<file path="config.mk">
export PLATFORM = sky130hd
export DESIGN_NAME = servo_angle_ramp
export DESIGN_NICKNAME = d
export VERILOG_FILES = /design/src/sar_pkg.sv /design/src/sar_div.sv /design/src/sar_datapath.sv /design/src/sar_ctrl.sv /design/src/servo_angle_ramp.sv
export VERILOG_INCLUDE_DIRS = /design/src /design/src/src
export SDC_FILE = /design/constraint.sdc
export NUM_CORES = 1
export LEC_CHECK = 0
export BUFFER_PORTS_ARGS = -buffer_cell sky130_fd_sc_hd__clkbuf_2
export CORE_MARGIN = 2
export CORE_UTILIZATION = 60
export DETAILED_ROUTE_END_ITERATION = 6
export GPL_ROUTABILITY_DRIVEN = 0
export PLACE_DENSITY = 0.77
export SYNTH_ARGS = -nofsm -noshare
export SYNTH_HDL_FRONTEND = slang
export SYNTH_HIERARCHICAL = 1
export SYNTH_SLANG_ARGS = --single-unit
</file>
<file path="constraint.sdc">
create_clock -name clock -period 10.9 [get_ports clock]
set_input_delay 2.18 -clock clock [delete_from_list [all_inputs] [get_ports clock]]
set_output_delay 2.18 -clock clock [all_outputs]
set_load 0.01 [all_outputs]
</file>
<file path="src/assert_macros.svh">
// Assertion macros used by the servo ramp datapath.
`ifndef ASSERT_MACROS_SVH
`define ASSERT_MACROS_SVH

// Checked on every clock edge outside reset.
`define SAR_ASSERT(lbl, prop, msg) \
   lbl: assert property (@(posedge clock) disable iff (reset) prop) else $error(msg);

// Checked on every clock edge, reset included.
`define SAR_ASSERT_ALWAYS(lbl, prop, msg) \
   lbl: assert property (@(posedge clock) prop) else $error(msg);

`endif

</file>
<file path="src/sar_pkg.sv">
// Shared types and constants of the servo angle ramp generator.
package sar_pkg;

   localparam int ANGLE_W    = 24;
   localparam int STEP_W     = 25;
   localparam int TARGET_W   = 17;
   localparam int DUR_W      = 16;
   localparam int INTV_W     = 16;
   localparam int CHAN_W     = 4;
   localparam int OFF_W      = 12;
   localparam int CSR_IDX_W  = 1;
   localparam int CSR_DATA_W = 16;

   localparam logic [15:0] ANGLE_MAX_IN  = 16'd46080;
   localparam logic [INTV_W-1:0] INTV_RESET = 16'd20;

   localparam logic MODE_TICK = 1'b0;
   localparam logic MODE_MOVE = 1'b1;

   localparam logic [CSR_IDX_W-1:0] CSR_CHANNEL  = 1'b0;
   localparam logic [CSR_IDX_W-1:0] CSR_INTERVAL = 1'b1;

   // Off count = floor((455*a + 2^30*1.25) / (25 * 2^19)).
   localparam int          OFF_V_W   = 33;
   localparam int          OFF_X_LSB = 19;
   localparam int          OFF_X_W   = OFF_V_W - OFF_X_LSB;
   localparam int          RECIP_W   = 15;
   localparam int          OFF_P_W   = 31;
   localparam logic [OFF_V_W-1:0] OFF_MUL = 33'd455;
   localparam logic [OFF_V_W-1:0] OFF_ADD = 33'd1342177280;
   // ceil(2^19 / 25); exact for every quotient below 2^14.
   localparam logic [RECIP_W-1:0] OFF_RECIP = 15'd20972;

   // Divider: radix 2, two quotient bits per cycle.
   localparam int DIV_N_W      = 24;
   localparam int DIV_D_W      = 16;
   localparam int DIV_PER_CYC  = 2;
   localparam int DIV_ITER     = DIV_N_W / DIV_PER_CYC;
   localparam int DIV_CNT_W    = $clog2(DIV_ITER + 1);

   typedef struct packed {
      logic capture;
      logic tick;
      logic move_start;
      logic move_eval;
      logic div2_start;
      logic move_ramp;
      logic off_mul;
      logic off_scale;
      logic rsp_load;
   } cmd_type;

   typedef struct packed {
      logic div_done;
      logic steps_zero;
      logic rsp_free;
   } status_type;

endpackage

</file>
<file path="src/sar_div.sv">
// Iterative unsigned divider, two quotient bits per cycle.
module sar_div (
   input  logic                         clock,
   input  logic                         reset,
   input  logic                         start,
   input  logic [sar_pkg::DIV_N_W-1:0]  dividend,
   input  logic [sar_pkg::DIV_D_W-1:0]  divisor,
   output logic [sar_pkg::DIV_N_W-1:0]  quotient,
   output logic                         done
);

   logic [sar_pkg::DIV_N_W-1:0]   quo_ff, quo_in;
   logic [sar_pkg::DIV_D_W-1:0]   rem_ff, rem_in;
   logic [sar_pkg::DIV_D_W-1:0]   dvs_ff, dvs_in;
   logic [sar_pkg::DIV_CNT_W-1:0] cnt_ff, cnt_in;
   logic                          done_ff, done_in;

   always_comb begin
      logic [sar_pkg::DIV_D_W:0]   part;
      logic [sar_pkg::DIV_D_W-1:0] r;
      logic [sar_pkg::DIV_N_W-1:0] q;
      quo_in  = quo_ff;
      rem_in  = rem_ff;
      dvs_in  = dvs_ff;
      cnt_in  = cnt_ff;
      done_in = 1'b0;
      r       = rem_ff;
      q       = quo_ff;
      part    = '0;
      if (start) begin
         quo_in = dividend;
         rem_in = '0;
         dvs_in = divisor;
         cnt_in = sar_pkg::DIV_CNT_W'(sar_pkg::DIV_ITER);
      end else if (cnt_ff != '0) begin
         for (int i = 0; i < sar_pkg::DIV_PER_CYC; i++) begin
            part = {r, q[sar_pkg::DIV_N_W-1]};
            q    = {q[sar_pkg::DIV_N_W-2:0], 1'b0};
            if (part >= {1'b0, dvs_ff}) begin
               part = part - {1'b0, dvs_ff};
               q[0] = 1'b1;
            end
            // The remainder stays below the divisor, so it fits again.
            r = part[sar_pkg::DIV_D_W-1:0];
         end
         quo_in  = q;
         rem_in  = r;
         cnt_in  = cnt_ff - 1'b1;
         done_in = (cnt_ff == sar_pkg::DIV_CNT_W'(1));
      end
   end

   always_ff @(posedge clock) begin
      if (reset) begin
         cnt_ff  <= '0;
         done_ff <= 1'b0;
      end else begin
         cnt_ff  <= cnt_in;
         done_ff <= done_in;
      end
      quo_ff <= quo_in;
      rem_ff <= rem_in;
      dvs_ff <= dvs_in;
   end

   assign quotient = quo_ff;
   assign done     = done_ff;

endmodule

</file>
<file path="src/sar_datapath.sv">
// Ramp state, divider operands, off count arithmetic and result register.
`include "assert_macros.svh"

module sar_datapath (
   input  logic                              clock,
   input  logic                              reset,
   input  sar_pkg::cmd_type                  cmd,
   output sar_pkg::status_type               status,
   input  logic                              req_mode,
   input  logic signed [sar_pkg::TARGET_W-1:0] req_target_angle,
   input  logic [sar_pkg::DUR_W-1:0]         req_duration_ms,
   input  logic                              csr_wr_en,
   input  logic [sar_pkg::CSR_IDX_W-1:0]     csr_index,
   input  logic [sar_pkg::CSR_DATA_W-1:0]    csr_wdata,
   input  logic                              rsp_ready,
   output logic                              rsp_valid,
   output logic                              rsp_write_valid,
   output logic [sar_pkg::CHAN_W-1:0]        rsp_out_channel,
   output logic [sar_pkg::OFF_W-1:0]         rsp_off_count,
   output logic                              rsp_move_done
);

   localparam logic [sar_pkg::ANGLE_W-1:0] ANGLE_LIMIT = {sar_pkg::ANGLE_MAX_IN, 8'd0};

   // Configuration.
   logic [sar_pkg::CHAN_W-1:0] chan_ff;
   logic [sar_pkg::INTV_W-1:0] intv_ff;
   logic [sar_pkg::INTV_W-1:0] intv_eff;

   // Captured beat.
   logic                                 mode_ff;
   logic signed [sar_pkg::TARGET_W-1:0]  tgt_ff;
   logic [sar_pkg::DUR_W-1:0]            dur_ff;

   // Ramp state.
   logic [sar_pkg::ANGLE_W-1:0] cur_ff, cur_in;
   logic [sar_pkg::ANGLE_W-1:0] goal_ff, goal_in;
   logic [sar_pkg::STEP_W-1:0]  step_ff, step_in;
   logic                        active_ff, active_in;
   logic [sar_pkg::INTV_W-1:0]  elap_ff, elap_in;
   logic                        wr_ff, wr_in;

   // Move scratch.
   logic [sar_pkg::DIV_D_W-1:0] steps_ff, steps_in;
   logic [sar_pkg::ANGLE_W-1:0] mag_ff, mag_in;
   logic                        neg_ff, neg_in;

   // Off count pipeline.
   logic [sar_pkg::OFF_V_W-1:0] offv_ff;
   logic [sar_pkg::OFF_W-1:0]   off_ff;
   logic [sar_pkg::OFF_P_W-1:0] scaled;

   // Result register.
   logic                        rsp_valid_ff, rsp_valid_in;
   logic                        rsp_wv_ff;
   logic [sar_pkg::CHAN_W-1:0]  rsp_ch_ff;
   logic [sar_pkg::OFF_W-1:0]   rsp_off_ff;
   logic                        rsp_done_ff;

   // Divider.
   logic                        div_start;
   logic [sar_pkg::DIV_N_W-1:0] div_num;
   logic [sar_pkg::DIV_D_W-1:0] div_den;
   logic [sar_pkg::DIV_N_W-1:0] div_quo;
   logic                        div_done;

   assign intv_eff = (intv_ff == '0) ? sar_pkg::INTV_W'(1) : intv_ff;

   assign div_start = cmd.move_start | cmd.div2_start;
   assign div_num   = cmd.div2_start ? mag_ff
                                     : {{(sar_pkg::DIV_N_W-sar_pkg::DUR_W){1'b0}}, dur_ff};
   assign div_den   = cmd.div2_start ? steps_ff : intv_eff;

   sar_div u_div (
      .clock    (clock),
      .reset    (reset),
      .start    (div_start),
      .dividend (div_num),
      .divisor  (div_den),
      .quotient (div_quo),
      .done     (div_done)
   );

   always_comb begin
      logic [15:0]                        clamped;
      logic [sar_pkg::INTV_W-1:0]         el;
      logic signed [sar_pkg::ANGLE_W+1:0] na;
      logic signed [sar_pkg::ANGLE_W+1:0] g;
      logic signed [sar_pkg::ANGLE_W:0]   diff;
      logic                               snap;
      cur_in    = cur_ff;
      goal_in   = goal_ff;
      step_in   = step_ff;
      active_in = active_ff;
      elap_in   = elap_ff;
      wr_in     = wr_ff;
      steps_in  = steps_ff;
      mag_in    = mag_ff;
      neg_in    = neg_ff;

      if (tgt_ff[sar_pkg::TARGET_W-1]) begin
         clamped = '0;
      end else if (tgt_ff[15:0] > sar_pkg::ANGLE_MAX_IN) begin
         clamped = sar_pkg::ANGLE_MAX_IN;
      end else begin
         clamped = tgt_ff[15:0];
      end

      el   = (elap_ff == '1) ? elap_ff : elap_ff + 1'b1;
      na   = $signed({2'b00, cur_ff}) + $signed({step_ff[sar_pkg::STEP_W-1], step_ff});
      g    = $signed({2'b00, goal_ff});
      snap = (step_ff == '0)
          || (!step_ff[sar_pkg::STEP_W-1] && (na >= g))
          || (step_ff[sar_pkg::STEP_W-1] && (na <= g));
      diff = $signed({1'b0, goal_ff}) - $signed({1'b0, cur_ff});

      if (cmd.capture) begin
         wr_in = 1'b0;
      end

      if (cmd.tick) begin
         wr_in = 1'b0;
         if (active_ff) begin
            if (el >= intv_eff) begin
               cur_in    = snap ? goal_ff : na[sar_pkg::ANGLE_W-1:0];
               active_in = !snap;
               elap_in   = '0;
               wr_in     = 1'b1;
            end else begin
               elap_in = el;
            end
         end
      end

      if (cmd.move_start) begin
         goal_in = {clamped, 8'd0};
      end

      if (cmd.move_eval) begin
         if (div_quo == '0) begin
            cur_in    = goal_ff;
            active_in = 1'b0;
            wr_in     = 1'b1;
         end else begin
            steps_in = div_quo[sar_pkg::DIV_D_W-1:0];
            neg_in   = diff[sar_pkg::ANGLE_W];
            mag_in   = diff[sar_pkg::ANGLE_W] ? sar_pkg::ANGLE_W'(-diff)
                                              : diff[sar_pkg::ANGLE_W-1:0];
         end
      end

      if (cmd.move_ramp) begin
         // Truncation toward zero: divide the magnitude, then restore the sign.
         step_in   = neg_ff ? -{1'b0, div_quo} : {1'b0, div_quo};
         active_in = 1'b1;
         elap_in   = '0;
         wr_in     = 1'b0;
      end
   end

   assign scaled = sar_pkg::OFF_P_W'(offv_ff[sar_pkg::OFF_V_W-1:sar_pkg::OFF_X_LSB])
                 * sar_pkg::OFF_P_W'(sar_pkg::OFF_RECIP);

   always_comb begin
      rsp_valid_in = rsp_valid_ff;
      if (cmd.rsp_load) begin
         rsp_valid_in = 1'b1;
      end else if (rsp_ready) begin
         rsp_valid_in = 1'b0;
      end
   end

   always_ff @(posedge clock) begin
      if (reset) begin
         chan_ff      <= '0;
         intv_ff      <= sar_pkg::INTV_RESET;
         cur_ff       <= '0;
         goal_ff      <= '0;
         step_ff      <= '0;
         active_ff    <= 1'b0;
         elap_ff      <= '0;
         wr_ff        <= 1'b0;
         rsp_valid_ff <= 1'b0;
      end else begin
         if (csr_wr_en) begin
            unique case (csr_index)
               sar_pkg::CSR_CHANNEL:  chan_ff <= csr_wdata[sar_pkg::CHAN_W-1:0];
               sar_pkg::CSR_INTERVAL: intv_ff <= csr_wdata[sar_pkg::INTV_W-1:0];
               default: ;
            endcase
         end
         cur_ff       <= cur_in;
         goal_ff      <= goal_in;
         step_ff      <= step_in;
         active_ff    <= active_in;
         elap_ff      <= elap_in;
         wr_ff        <= wr_in;
         rsp_valid_ff <= rsp_valid_in;
      end
      if (cmd.capture) begin
         mode_ff <= req_mode;
         tgt_ff  <= req_target_angle;
         dur_ff  <= req_duration_ms;
      end
      steps_ff <= steps_in;
      mag_ff   <= mag_in;
      neg_ff   <= neg_in;
      if (cmd.off_mul) begin
         offv_ff <= sar_pkg::OFF_MUL * sar_pkg::OFF_V_W'(cur_ff) + sar_pkg::OFF_ADD;
      end
      if (cmd.off_scale) begin
         off_ff <= scaled[sar_pkg::OFF_P_W-1:sar_pkg::OFF_X_LSB];
      end
      if (cmd.rsp_load) begin
         rsp_wv_ff   <= wr_ff;
         rsp_ch_ff   <= chan_ff;
         rsp_off_ff  <= wr_ff ? off_ff : '0;
         rsp_done_ff <= !active_ff;
      end
   end

   assign status.div_done   = div_done;
   assign status.steps_zero = (div_quo == '0);
   assign status.rsp_free   = !rsp_valid_ff || rsp_ready;

   assign rsp_valid       = rsp_valid_ff;
   assign rsp_write_valid = rsp_wv_ff;
   assign rsp_out_channel = rsp_ch_ff;
   assign rsp_off_count   = rsp_off_ff;
   assign rsp_move_done   = rsp_done_ff;

   // The captured mode is only kept for the move path check below.
   `SAR_ASSERT(a_div_nonzero, div_start |-> (div_den != '0), "divider started with zero divisor")
   `SAR_ASSERT(a_angle_range, (cur_ff <= ANGLE_LIMIT) && (goal_ff <= ANGLE_LIMIT), "angle out of range")
   `SAR_ASSERT(a_move_mode, cmd.move_start |-> (mode_ff == sar_pkg::MODE_MOVE), "move path on a tick beat")
   `SAR_ASSERT_ALWAYS(a_rsp_reset, reset |=> !rsp_valid_ff, "result valid after reset")

endmodule

</file>
<file path="src/sar_ctrl.sv">
// Sequencer of the servo ramp: steps the datapath through ticks and moves.
module sar_ctrl (
   input  logic                clock,
   input  logic                reset,
   input  logic                req_valid,
   input  logic                req_mode,
   output logic                req_ready,
   input  sar_pkg::status_type status,
   output sar_pkg::cmd_type    cmd
);

   typedef enum logic [3:0] {
      ST_IDLE,
      ST_TICK,
      ST_MOVE0,
      ST_DIV1,
      ST_MOVE1,
      ST_DIV2S,
      ST_DIV2,
      ST_MOVE2,
      ST_OFF1,
      ST_OFF2,
      ST_RESP
   } state_type;

   state_type state_ff, state_in;

   always_comb begin
      state_in = state_ff;
      unique case (state_ff)
         ST_IDLE: begin
            if (req_valid) begin
               state_in = (req_mode == sar_pkg::MODE_MOVE) ? ST_MOVE0 : ST_TICK;
            end
         end
         ST_TICK:  state_in = ST_OFF1;
         ST_MOVE0: state_in = ST_DIV1;
         ST_DIV1: begin
            if (status.div_done) begin
               state_in = ST_MOVE1;
            end
         end
         ST_MOVE1: state_in = status.steps_zero ? ST_OFF1 : ST_DIV2S;
         ST_DIV2S: state_in = ST_DIV2;
         ST_DIV2: begin
            if (status.div_done) begin
               state_in = ST_MOVE2;
            end
         end
         ST_MOVE2: state_in = ST_OFF1;
         ST_OFF1:  state_in = ST_OFF2;
         ST_OFF2:  state_in = ST_RESP;
         ST_RESP: begin
            if (status.rsp_free) begin
               state_in = ST_IDLE;
            end
         end
         default:  state_in = ST_IDLE;
      endcase
   end

   always_comb begin
      cmd            = '0;
      cmd.capture    = (state_ff == ST_IDLE) && req_valid;
      cmd.tick       = (state_ff == ST_TICK);
      cmd.move_start = (state_ff == ST_MOVE0);
      cmd.move_eval  = (state_ff == ST_MOVE1);
      cmd.div2_start = (state_ff == ST_DIV2S);
      cmd.move_ramp  = (state_ff == ST_MOVE2);
      cmd.off_mul    = (state_ff == ST_OFF1);
      cmd.off_scale  = (state_ff == ST_OFF2);
      cmd.rsp_load   = (state_ff == ST_RESP) && status.rsp_free;
   end

   assign req_ready = (state_ff == ST_IDLE);

   always_ff @(posedge clock) begin
      if (reset) begin
         state_ff <= ST_IDLE;
      end else begin
         state_ff <= state_in;
      end
   end

endmodule

</file>
<file path="src/servo_angle_ramp.sv">
// Top level of the servo angle ramp generator.
//
//   channel  direction  contents
//   req_     in         mode, target_angle, duration_ms (valid/ready)
//   rsp_     out        write_valid, out_channel, off_count, move_done (valid/ready)
//   csr_     in         write enable, index, data (0 channel, 1 update interval)
//
// A tick beat runs the tick step, off count multiply and scale, and result load.
// A move beat whose step count is zero makes one pass of the shared divider, and one
// that starts a ramp makes two; the divider retires two quotient bits a cycle.
// Reset is synchronous and clears all ramp state at once; there is no clearing pass.
// The next beat is accepted while a result waits in the output register; a finished
// beat then holds in the sequencer until the output register is free.
module servo_angle_ramp (
   input  logic                                clock,
   input  logic                                reset,
   input  logic                                req_valid,
   output logic                                req_ready,
   input  logic                                req_mode,
   input  logic signed [sar_pkg::TARGET_W-1:0] req_target_angle,
   input  logic [sar_pkg::DUR_W-1:0]           req_duration_ms,
   output logic                                rsp_valid,
   input  logic                                rsp_ready,
   output logic                                rsp_write_valid,
   output logic [sar_pkg::CHAN_W-1:0]          rsp_out_channel,
   output logic [sar_pkg::OFF_W-1:0]           rsp_off_count,
   output logic                                rsp_move_done,
   input  logic                                csr_wr_en,
   input  logic [sar_pkg::CSR_IDX_W-1:0]       csr_index,
   input  logic [sar_pkg::CSR_DATA_W-1:0]      csr_wdata
);

   sar_pkg::cmd_type    cmd;
   sar_pkg::status_type status;

   sar_ctrl u_ctrl (
      .clock     (clock),
      .reset     (reset),
      .req_valid (req_valid),
      .req_mode  (req_mode),
      .req_ready (req_ready),
      .status    (status),
      .cmd       (cmd)
   );

   sar_datapath u_dp (
      .clock            (clock),
      .reset            (reset),
      .cmd              (cmd),
      .status           (status),
      .req_mode         (req_mode),
      .req_target_angle (req_target_angle),
      .req_duration_ms  (req_duration_ms),
      .csr_wr_en        (csr_wr_en),
      .csr_index        (csr_index),
      .csr_wdata        (csr_wdata),
      .rsp_ready        (rsp_ready),
      .rsp_valid        (rsp_valid),
      .rsp_write_valid  (rsp_write_valid),
      .rsp_out_channel  (rsp_out_channel),
      .rsp_off_count    (rsp_off_count),
      .rsp_move_done    (rsp_move_done)
   );

endmodule

</file>
==> impl_metrics.ini, run 1 <==
[clock_tree]
ctsLongestPathBuffers = 3
clk_pin_slew_ns = 0.06
total_cts_buffers = 31
cts.sink_count = 283
clock_tree_from_tritoncts = done
clock_tree.htree_level_count = 1
cts-hold-fix-buffers = 0
post_cts_resized = 0
cts_setup_buffers = 0
clockRootBuffer = sky130_fd_sc_hd__clkbuf_16
worst_skew_pair.late_latency_ns = 0.59

[floorplanning]
initial_utilization = 0.608
fp.coreArea_um2 = 38700
floorplan.rows = 72
fp.dieH_um = 202
fp.dieW_um = 202
die-area_um2 = 40900
design.portCount = 76

[drt]
num_vias = 18149
route.final.wire_length_um = 57200
drt-wirelength-per-cell_um = 19.0
drt_iter0_drc = 1236
drt-pass1-iter-count = 5
antenna_violating_nets_post_route = 0
viasPerCell = 6.02
drt_drc_violations_left = 0

[power]
power_density_nw_per_um2 = 291
ir_drop_uv = 344
p_leak_nw = 11.5

[timing]
tightest_slew_ns = 1.19
hold_violation_total_from_the_final_report = 0
final_min_period_over_clock_period = 0.525
maxSlewHeadroom = 0.207
slew_viol_final = 0
timing.final.setup_violations = 0
fin_hold_ws_ns = 0.428
max_freq_mhz = 175
layout_min_cycle_time_ns = 5.72
setup_total_negative_slack_ns = 0
clock-skew-final_ns = 0.0140
rsz0062_at_grt = no

[worst_setup_path]
worstSetupPathType = flip-flop to flip-flop
end_kind = flip-flop
critPathBufInv = 0
crit_required_ns = 11.38
cp_slowest_stage_delay_ns = 0.85
cp-start-kind = flip-flop
crit_chain = and4_1 > nand4_1 > nor3_1 > nand4_1 > nand2b_1 > nor2_1 > xor2_1 > ha_1 > nand3_1 > a211oi_1 > a31oi_1 > a21oi_1 > nand3_1 > nor2_1 > nand2_1 > o221a_2
path_max_fanout = 15
path_delay_family = simple AND/OR/NAND/NOR gates
cp_data_arrival_time_ns = 6.20
cp_slowest_cell = sky130_fd_sc_hd__a21oi_1

[logic_synthesis]
asyncSetResetFlopFracSynth = 0
synthDistinctLibCells = 96
ys_dominant_reg_cell = sky130_fd_sc_hd__edfxtp_1
synth_top_cell_by_area = sky130_fd_sc_hd__edfxtp_1
cell_count_after_synthesis = 2427
synth_top_cell_area_share = 0.196
synth_sequential_area_ratio = 0.306
post_synth_main_area_contributors = sky130_fd_sc_hd__edfxtp_1, sky130_fd_sc_hd__ha_1, sky130_fd_sc_hd__dfxtp_1, sky130_fd_sc_hd__fa_1, sky130_fd_sc_hd__inv_1
netlist_area_um2 = 23600
synth-seq-cells = 283
number_of_enable_flip_flop_cells_after_synthesis = 154
ys_warn_count = 6
post_synth.cell_area_avg_um2 = 9.71

[global_routing]
global_route.overflow_total = 0
grt_antenna_before_repair = 2
first_pass_grt_wire_length_um = 93400
grt_start_max_net_pins = 92
grt_pass1_vias = 18335
overall_track_demand_over_capacity_in_global_routing = 0.281

[cells_and_area]
areaGrowthSynthToFinish_pct = 7.62
share_of_post_route_cells_with_drive_strength_above_1 = 0.0894
fillCellCount = 3068
antennaDiodeCount = 0
layout.nets = 2967

[flow_run]
max_capacitance_violation_count = 0

[outcome]
run_status = finished, final reports clean

[place]
hpwl_um = 44500
numPortBuffers = 73

[worst_hold_path]
hold_path_class = flip-flop to flip-flop
==> report_power, final <==
part           internal, mW  leakage [nW]  switching (mW)
Combinational          1.94          8.49            2.67
Clock                 0.593         0.486           0.438
Sequential             1.52          2.48           0.215
Total                  4.05          11.5            3.32
==> metrics by stage <==
| step | power, mW | setup slack (ns) | cell area, um2 | util | cells |
|---|---|---|---|---|---|
| floorplan | 5.24 | 5.83 | 23600 | - | 2428 |
| global placement | 6.11 | 5.47 | 24400 | 0.629 | 2955 |
| detailed placement | 6.26 | 5.31 | 24400 | 0.629 | 2955 |
| CTS | 7.33 | 5.28 | 25400 | 0.655 | 3013 |
| global route | 7.98 | 4.59 | 25400 | 0.655 | 3013 |
| finish | 7.37 | 5.18 | 25400 | 0.655 | 3013 |
==> cells in the mapped netlist, types with 14 or more instances <==
cell                       count
sky130_fd_sc_hd__ha_1        313
sky130_fd_sc_hd__nand3b_1     15
sky130_fd_sc_hd__nor4_1       20
sky130_fd_sc_hd__nand2_1     126
sky130_fd_sc_hd__nand2b_1     23
sky130_fd_sc_hd__nand4_1      28
sky130_fd_sc_hd__clkbuf_1     54
sky130_fd_sc_hd__and2_1       27
sky130_fd_sc_hd__o21ai_0      81
sky130_fd_sc_hd__dfxtp_1     129
sky130_fd_sc_hd__a21oi_1     145
sky130_fd_sc_hd__a31oi_1      19
sky130_fd_sc_hd__o21a_1       18
sky130_fd_sc_hd__xnor2_1      86
sky130_fd_sc_hd__nand3_1      42
sky130_fd_sc_hd__or3_1        21
sky130_fd_sc_hd__xor2_1       56
sky130_fd_sc_hd__o211ai_1     17
sky130_fd_sc_hd__a22oi_1      14
sky130_fd_sc_hd__o21bai_1     14
sky130_fd_sc_hd__mux2_2       47
sky130_fd_sc_hd__a211oi_1     40
sky130_fd_sc_hd__edfxtp_1    154
sky130_fd_sc_hd__fa_1        128
sky130_fd_sc_hd__nor2_1      182
sky130_fd_sc_hd__inv_1       319
sky130_fd_sc_hd__a21o_1       32
sky130_fd_sc_hd__nor3_1       44
==> layout by cell type, fill, tap and decap left out, drive strengths merged, types with 10 or more instances in the layout <==
cell,count
a22oi,14
nor3,45
buf,12
o21a,18
mux2,48
a21o,32
fa,128
nand2b,23
mux2i,12
a21oi,146
nor2b,11
nand3b,15
nor2,183
a211oi,41
xnor2,86
o221a,16
or3,23
nand3,42
o21ai,87
and2,27
a2bb2oi,10
nor4,20
o31ai,10
o211ai,17
a2111oi,10
and3,10
inv,323
a31oi,19
edfxtp,154
clkbuf,121
dfxtp,129
nand2,127
o21bai,14
nand4,28
ha,313
xor2,56
==> cells by family after synthesis <==
logic type      share of synthesized area
simple gates                        0.126
compound gates                      0.147
fa+ha+maj                           0.275
buf+inv                            0.0655
flops                               0.306
xor+xnor                           0.0528
mux                                0.0282
other cells                      0.000159
==> sequential cells by signal, summed over array words and instances, names as in the netlist, 4 cells and up <==
name / count
u_ctrl/state_ff: 4
u_dp/chan_ff: 4
u_dp/cur_ff: 24
u_dp/dur_ff: 16
u_dp/elap_ff: 16
u_dp/goal_ff: 16
u_dp/intv_ff: 16
u_dp/mag_ff: 24
u_dp/off_ff: 10
u_dp/offv_ff: 14
u_dp/rsp_off_count: 10
u_dp/rsp_out_channel: 4
u_dp/step_ff: 25
u_dp/steps_ff: 16
u_dp/tgt_ff: 17
u_dp/u_div/cnt_ff: 4
u_dp/u_div/dvs_ff: 16
u_dp/u_div/quotient: 24
u_dp/u_div/rem_ff: 16
==> cell type report <==
cell class,count,area [um2],area share
multi-input cells,1750,14900,0.586
flip-flops and latches,283,7210,0.284
inverters,320,1200,0.0474
clock buffers,49,903,0.0356
well taps,518,648,0.0256
repair buffers,84,448,0.0177
clock inverters,9,91.3,0.00360
==> final timing paths <==
path,startpoint,end,slack [ns],cells past startpoint
worst max register to register,u_dp/elap_ff[5],u_dp/cur_ff[21],5.18,16
worst min register to register,u_dp/chan_ff[1],u_dp/rsp_out_channel[1],0.43,0
worst max-delay path,u_dp/elap_ff[5],u_dp/cur_ff[21],5.18,16
worst min-delay path,u_dp/chan_ff[1],u_dp/rsp_out_channel[1],0.43,0
==> layer usage <==
layer  wire [um]  GRT usage  up-vias
met1       24900      0.378     8698
met5           0          0        -
li1            -          -     8654
met3        3500     0.0382      138
met4        2240      0.105        0
met2       26600      0.465      659
No activity file was read; power rests on OpenSTA's default activity.
==> run 2: changes to the inputs <==
--- a/config.mk
+++ b/config.mk
@@ -6,6 +6,7 @@
 export SDC_FILE = /design/constraint.sdc
 export NUM_CORES = 1
 export LEC_CHECK = 0
+export ABC_AREA = 1
 export BUFFER_PORTS_ARGS = -buffer_cell sky130_fd_sc_hd__clkbuf_2
 export CORE_MARGIN = 2
 export CORE_UTILIZATION = 60
==> constraint.sdc (replaced) <==
create_clock -name clock -period 5.4 [get_ports clock]
set_input_delay 1.08 -clock clock [delete_from_list [all_inputs] [get_ports clock]]
set_output_delay 1.08 -clock clock [all_outputs]
set_load 0.01 [all_outputs]
==> impl_metrics.ini, run 2 <==
[outcome]
run_status = finished, final reports clean

[worst_setup_path]
end_kind = flip-flop
cp_data_arrival_time_ns = 5.22
crit_required_ns = 5.74
path_max_fanout = 7
worstSetupPathType = flip-flop to flip-flop
rrSetupSlack_ns = 0.52
cp-start-kind = flip-flop

[timing]
layout_min_cycle_time_ns = 4.88
hold_violation_total_from_the_final_report = 0
setup_total_negative_slack_ns = 0
rsz0062_at_grt = no
slew_viol_final = 0
fin_hold_ws_ns = 0.428
max_freq_mhz = 205
timing.final.setup_violations = 0
final_min_period_over_clock_period = 0.903
maxSlewHeadroom = 0.249
clock-skew-final_ns = 0.0284
tightest_slew_ns = 1.12

[clock_tree]
worst_skew_pair.late_latency_ns = 0.62
clock_tree.htree_level_count = 1
total_cts_buffers = 31
clockRootBuffer = sky130_fd_sc_hd__clkbuf_16
post_cts_resized = 0
clock_tree_from_tritoncts = done
cts-hold-fix-buffers = 0
ctsLongestPathBuffers = 3
clk_pin_slew_ns = 0.06
cts_setup_buffers = 0
cts.sink_count = 283

[drt]
wirelength_met1_um = 26300
drt_drc_violations_left = 0
dr_wl_met2_um = 29800
num_vias = 21293
drt_iter0_drc = 1885
drt-wirelength-per-cell_um = 16.6
viasPerCell = 5.65
wl_met3_um = 4580
drt-pass1-iter-count = 6
antenna_violating_nets_post_route = 0
route.final.wire_length_um = 62700
top_signal_layer_used = met4

[floorplanning]
design.portCount = 76
fp.dieW_um = 208
fp.coreArea_um2 = 41000
initial_utilization = 0.610
fp.dieH_um = 208
floorplan.rows = 74
die-area_um2 = 43300

[global_routing]
first_pass_grt_wire_length_um = 102000
overall_track_demand_over_capacity_in_global_routing = 0.289
grt_pass1_vias = 20855
global_route.overflow_total = 0
grt_start_max_net_pins = 57
grt_antenna_before_repair = 1

[logic_synthesis]
ys_warn_count = 6
cell_count_after_synthesis = 3145
synth-seq-cells = 283
dominant_cell_by_count_in_the_synthesized_netlist = sky130_fd_sc_hd__nand2_1
synth_top_cell_by_area = sky130_fd_sc_hd__edfxtp_1
synthDistinctLibCells = 64
netlist_area_um2 = 25000
ys_dominant_reg_cell = sky130_fd_sc_hd__edfxtp_1
asyncSetResetFlopFracSynth = 0
post_synth.cell_area_avg_um2 = 7.95
synth_top_cell_area_share = 0.185
synth_sequential_area_ratio = 0.288
post_synth_main_area_contributors = sky130_fd_sc_hd__edfxtp_1, sky130_fd_sc_hd__ha_1, sky130_fd_sc_hd__nand2_1, sky130_fd_sc_hd__dfxtp_1, sky130_fd_sc_hd__fa_1
synth.top_cells.by_count = sky130_fd_sc_hd__nand2_1, sky130_fd_sc_hd__inv_1, sky130_fd_sc_hd__ha_1
number_of_enable_flip_flop_cells_after_synthesis = 154

[cells_and_area]
share_of_post_route_cells_with_drive_strength_above_1 = 0.0687
layout.nets = 3705
fillCellCount = 3398
max_flop_register = u_dp/step_ff
final_cell_mix = sky130_fd_sc_hd__nand2_1, sky130_fd_sc_hd__inv_1, sky130_fd_sc_hd__ha_1
mostFrequentLayoutCell = sky130_fd_sc_hd__nand2_1
areaGrowthSynthToFinish_pct = 7.80
largest_register_ffs = 25

[power]
p_leak_nw = 13.8
p_comb_frac = 0.652
seq_power_share = 0.206
ir_drop_uv = 622
power_report.internal_total_mw = 8.33
power_density_nw_per_um2 = 609
net-switching-power_mw = 8.11
switching_power_share_of_the_total = 0.493
clock_power_share = 0.142

[flow_run]
max_capacitance_violation_count = 0

[place]
hpwl_um = 50000
numPortBuffers = 73

[worst_hold_path]
hold_path_class = flip-flop to flip-flop
-- run 2: final timing paths --
kind                    from                      end  cells past startpoint
max           u_dp/cur_ff[2]         u_dp/offv_ff[28]                     18
min          u_dp/chan_ff[2]  u_dp/rsp_out_channel[2]                      0
max reg2reg   u_dp/cur_ff[2]         u_dp/offv_ff[28]                     18
min reg2reg  u_dp/chan_ff[2]  u_dp/rsp_out_channel[2]                      0
-- run 2: final cells by class --
type / instances / area (um2) / area share
multi-input combinational: 2243 / 15400 / 0.571
sequential: 283 / 7210 / 0.267
inverter: 562 / 2120 / 0.0785
clock buffer: 38 / 802 / 0.0297
tap: 532 / 666 / 0.0247
timing repair buffer: 87 / 470 / 0.0174
clock inverter: 20 / 302 / 0.0112
antenna: 1 / 2.50 / 0.0000928
-- run 2: per-stage QoR --
stage | setup slack, ns | cell area, um2 | std cells | util | total power [mW]
after floorplan | 0.953 | 25000 | 3146 | - | 11.6
after global placement | 0.643 | 25900 | 3707 | 0.630 | 13.5
after detailed placement | 0.576 | 25900 | 3707 | 0.630 | 13.9
after CTS | 0.540 | 27000 | 3765 | 0.657 | 16.3
after global routing | 0.166 | 27000 | 3765 | 0.657 | 18.0
final | 0.523 | 27000 | 3766 | 0.657 | 16.4
-- run 2: cells by family after synthesis --
group	share of synthesized area
AOI/OAI and AO/OA	0.100
xor gates and xnor gates	0.0426
adders and majority gates	0.259
buffers and inverters	0.0968
DFF	0.288
other	0.000150
and+or+nand+nor	0.213
-- run 2: per-layer routing --
| metal | vias to the layer above | track usage |
|---|---|---|
| met5 | - | 0 |
| li1 | 10376 | - |
| met3 | 149 | 0.0323 |
| met4 | 0 | 0.0968 |
| met1 | 9920 | 0.380 |
| met2 | 848 | 0.498 |
-- run 2: worst max-delay path: stages, from the launching register on --
cell,delay (ns)
sky130_fd_sc_hd__dfxtp_1,0.57
sky130_fd_sc_hd__fa_1,0.50
sky130_fd_sc_hd__ha_1,0.32
sky130_fd_sc_hd__inv_1,0.06
sky130_fd_sc_hd__fa_1,0.50
sky130_fd_sc_hd__fa_1,0.53
sky130_fd_sc_hd__inv_1,0.04
sky130_fd_sc_hd__ha_1,0.29
sky130_fd_sc_hd__ha_1,0.33
sky130_fd_sc_hd__a21oi_1,0.07
sky130_fd_sc_hd__o21ai_0,0.14
sky130_fd_sc_hd__a21oi_1,0.07
sky130_fd_sc_hd__nor3_1,0.15
sky130_fd_sc_hd__nor2_1,0.09
sky130_fd_sc_hd__o21ai_0,0.15
sky130_fd_sc_hd__a21oi_1,0.11
sky130_fd_sc_hd__o21ai_0,0.37
sky130_fd_sc_hd__a21oi_1,0.16
sky130_fd_sc_hd__xnor2_1,0.15
-- run 2: power by group through the flow --
stage	Combinational, mW	Clock, mW	Sequential, mW
final	10.7	2.33	3.39
after floorplan	8.29	0	3.30
after global placement	10.1	0	3.41
after detailed placement	10.5	0	3.42
after CTS	10.6	2.35	3.38
after global routing	12.1	2.44	3.43
==> run 3: changes to the inputs <==
--- a/config.mk
+++ b/config.mk
@@ -7,12 +7,13 @@
 export NUM_CORES = 1
 export LEC_CHECK = 0
 export ABC_AREA = 1
-export BUFFER_PORTS_ARGS = -buffer_cell sky130_fd_sc_hd__clkbuf_2
 export CORE_MARGIN = 2
 export CORE_UTILIZATION = 60
 export DETAILED_ROUTE_END_ITERATION = 6
+export DONT_BUFFER_PORTS = 1
 export GPL_ROUTABILITY_DRIVEN = 0
-export PLACE_DENSITY = 0.77
+export MAX_ROUTING_LAYER = met4
+export PLACE_DENSITY = 0.76
 export SYNTH_ARGS = -nofsm -noshare
 export SYNTH_HDL_FRONTEND = slang
 export SYNTH_HIERARCHICAL = 1
==> impl_metrics.ini, run 3 (synthesis results as in run 2) <==
[timing]
postLayoutSetupSlackWorst_ns = 0.504
clock-skew-final_ns = 0.0323
tightest_slew_ns = 1.08
maxSlewHeadroom = 0.278
rsz0062_at_grt = no
hold_violation_total_from_the_final_report = 0
final_min_period_over_clock_period = 0.907
layout_min_cycle_time_ns = 4.90
slew_viol_final = 0
setup_total_negative_slack_ns = 0
fin_hold_ws_ns = 0.427
max_freq_mhz = 204
timing.final.setup_violations = 0

[outcome]
violations_in_the_final_reports = DRC
run_status = finished with violations

[global_routing]
first_pass_grt_wire_length_um = 103000
grt_pass1_vias = 21089
grt_antenna_before_repair = 1
global_route.overflow_total = 0
overall_track_demand_over_capacity_in_global_routing = 0.299
grt_start_max_net_pins = 57

[cells_and_area]
final_cell_mix = sky130_fd_sc_hd__nand2_1, sky130_fd_sc_hd__inv_1, sky130_fd_sc_hd__ha_1
areaGrowthSynthToFinish_pct = 6.13
max_flop_register = u_dp/step_ff
antennaDiodeCount = 0
mostFrequentLayoutCell = sky130_fd_sc_hd__nand2_1
share_of_post_route_cells_with_drive_strength_above_1 = 0.0475
layout.nets = 3630
fraction_of_the_core_area_covered_by_cells_at_the_end_of_the_flow = 0.647
largest_register_ffs = 25

[clock_tree]
post_cts_resized = 0
cts_setup_buffers = 0
ctsLongestPathBuffers = 3
clock_tree_from_tritoncts = done
total_cts_buffers = 31
clk_pin_slew_ns = 0.06
cts-hold-fix-buffers = 0
clock_tree.htree_level_count = 1
clockRootBuffer = sky130_fd_sc_hd__clkbuf_16
cts.sink_count = 283
worst_skew_pair.late_latency_ns = 0.61

[worst_hold_path]
hold_path_class = flip-flop to flip-flop

[place]
hpwl_um = 50200
dp_slack_ns = 0.589
numPortBuffers = 0

[floorplanning]
fp.dieW_um = 208
design.portCount = 76
die-area_um2 = 43300
initial_utilization = 0.610
floorplan.rows = 74
fp.coreArea_um2 = 41000
fp.dieH_um = 208

[drt]
drt_drc_violations_left = 10
drt_iter0_drc = 1870
drt-wirelength-per-cell_um = 17.0
antenna_violating_nets_post_route = 0
drt-pass1-iter-count = 7
viasPerCell = 5.75
num_vias = 21213
route.final.wire_length_um = 62800

[power]
ir_drop_uv = 623
p_leak_nw = 13.5
power_density_nw_per_um2 = 618

[worst_setup_path]
cp-start-kind = flip-flop
path_max_fanout = 7
cp_data_arrival_time_ns = 5.23
crit_required_ns = 5.74
worstSetupPathType = flip-flop to flip-flop
end_kind = flip-flop

[flow_run]
max_capacitance_violation_count = 0
-- run 3: cell type report --
class | instances | area [um2]
Clock buffer | 41 | 853
Clock inverter | 17 | 215
Fill cell | 3482 | 14500
Inverter | 562 | 2120
Multi-Input combinational cell | 2243 | 15400
Sequential cell | 283 | 7210
Tap cell | 532 | 666
Timing Repair Buffer | 12 | 90.1
-- run 3: routing by layer --
metal / vias up / global-route usage / routed length, um
met1: 9929 / 0.380 / 26400
met5: - / - / 0
met2: 904 / 0.500 / 29600
met3: 174 / 0.0332 / 4530
met4: 0 / 0.0997 / 2270
li1: 10206 / - / -
-- run 3: path summary, 6_finish.rpt --
check	cells after the start	startpoint	slack, ns	to
worst max-delay path	19	u_dp/cur_ff[3]	0.50	u_dp/offv_ff[26]
worst min-delay path	0	u_dp/chan_ff[3]	0.43	u_dp/rsp_out_channel[3]
worst max register to register	19	u_dp/cur_ff[3]	0.50	u_dp/offv_ff[26]
worst min register to register	0	u_dp/chan_ff[3]	0.43	u_dp/rsp_out_channel[3]
-- run 3: metrics by stage --
| step | std cells | cell area (um2) | total power [mW] |
|---|---|---|---|
| after floorplan | 3146 | 25000 | 11.6 |
| after global placement | 3632 | 25500 | 13.5 |
| after detailed placement | 3632 | 25500 | 13.9 |
| after CTS | 3690 | 26500 | 16.3 |
| after global routing | 3690 | 26500 | 18.0 |
| final | 3690 | 26500 | 16.4 |
-- run 3: worst max-delay path, cell delays in order (launching register included) --
cell	delay [ns]
sky130_fd_sc_hd__dfxtp_1	0.59
sky130_fd_sc_hd__fa_1	0.47
sky130_fd_sc_hd__ha_1	0.34
sky130_fd_sc_hd__inv_1	0.08
sky130_fd_sc_hd__fa_1	0.52
sky130_fd_sc_hd__inv_1	0.06
sky130_fd_sc_hd__fa_1	0.45
sky130_fd_sc_hd__ha_1	0.31
sky130_fd_sc_hd__ha_1	0.33
sky130_fd_sc_hd__a21oi_1	0.15
sky130_fd_sc_hd__o21ai_0	0.09
sky130_fd_sc_hd__a21oi_1	0.15
sky130_fd_sc_hd__nor3_1	0.06
sky130_fd_sc_hd__nor2_1	0.15
sky130_fd_sc_hd__o21ai_0	0.09
sky130_fd_sc_hd__a21oi_1	0.24
sky130_fd_sc_hd__o21ai_0	0.22
sky130_fd_sc_hd__nand3_1	0.13
sky130_fd_sc_hd__nand2_1	0.07
sky130_fd_sc_hd__xor2_1	0.14
-- run 3: power breakdown --
part | internal [mW] | switching (mW)
sequential | 3.03 | 0.374
clock | 1.31 | 0.920
combinational | 3.89 | 6.89
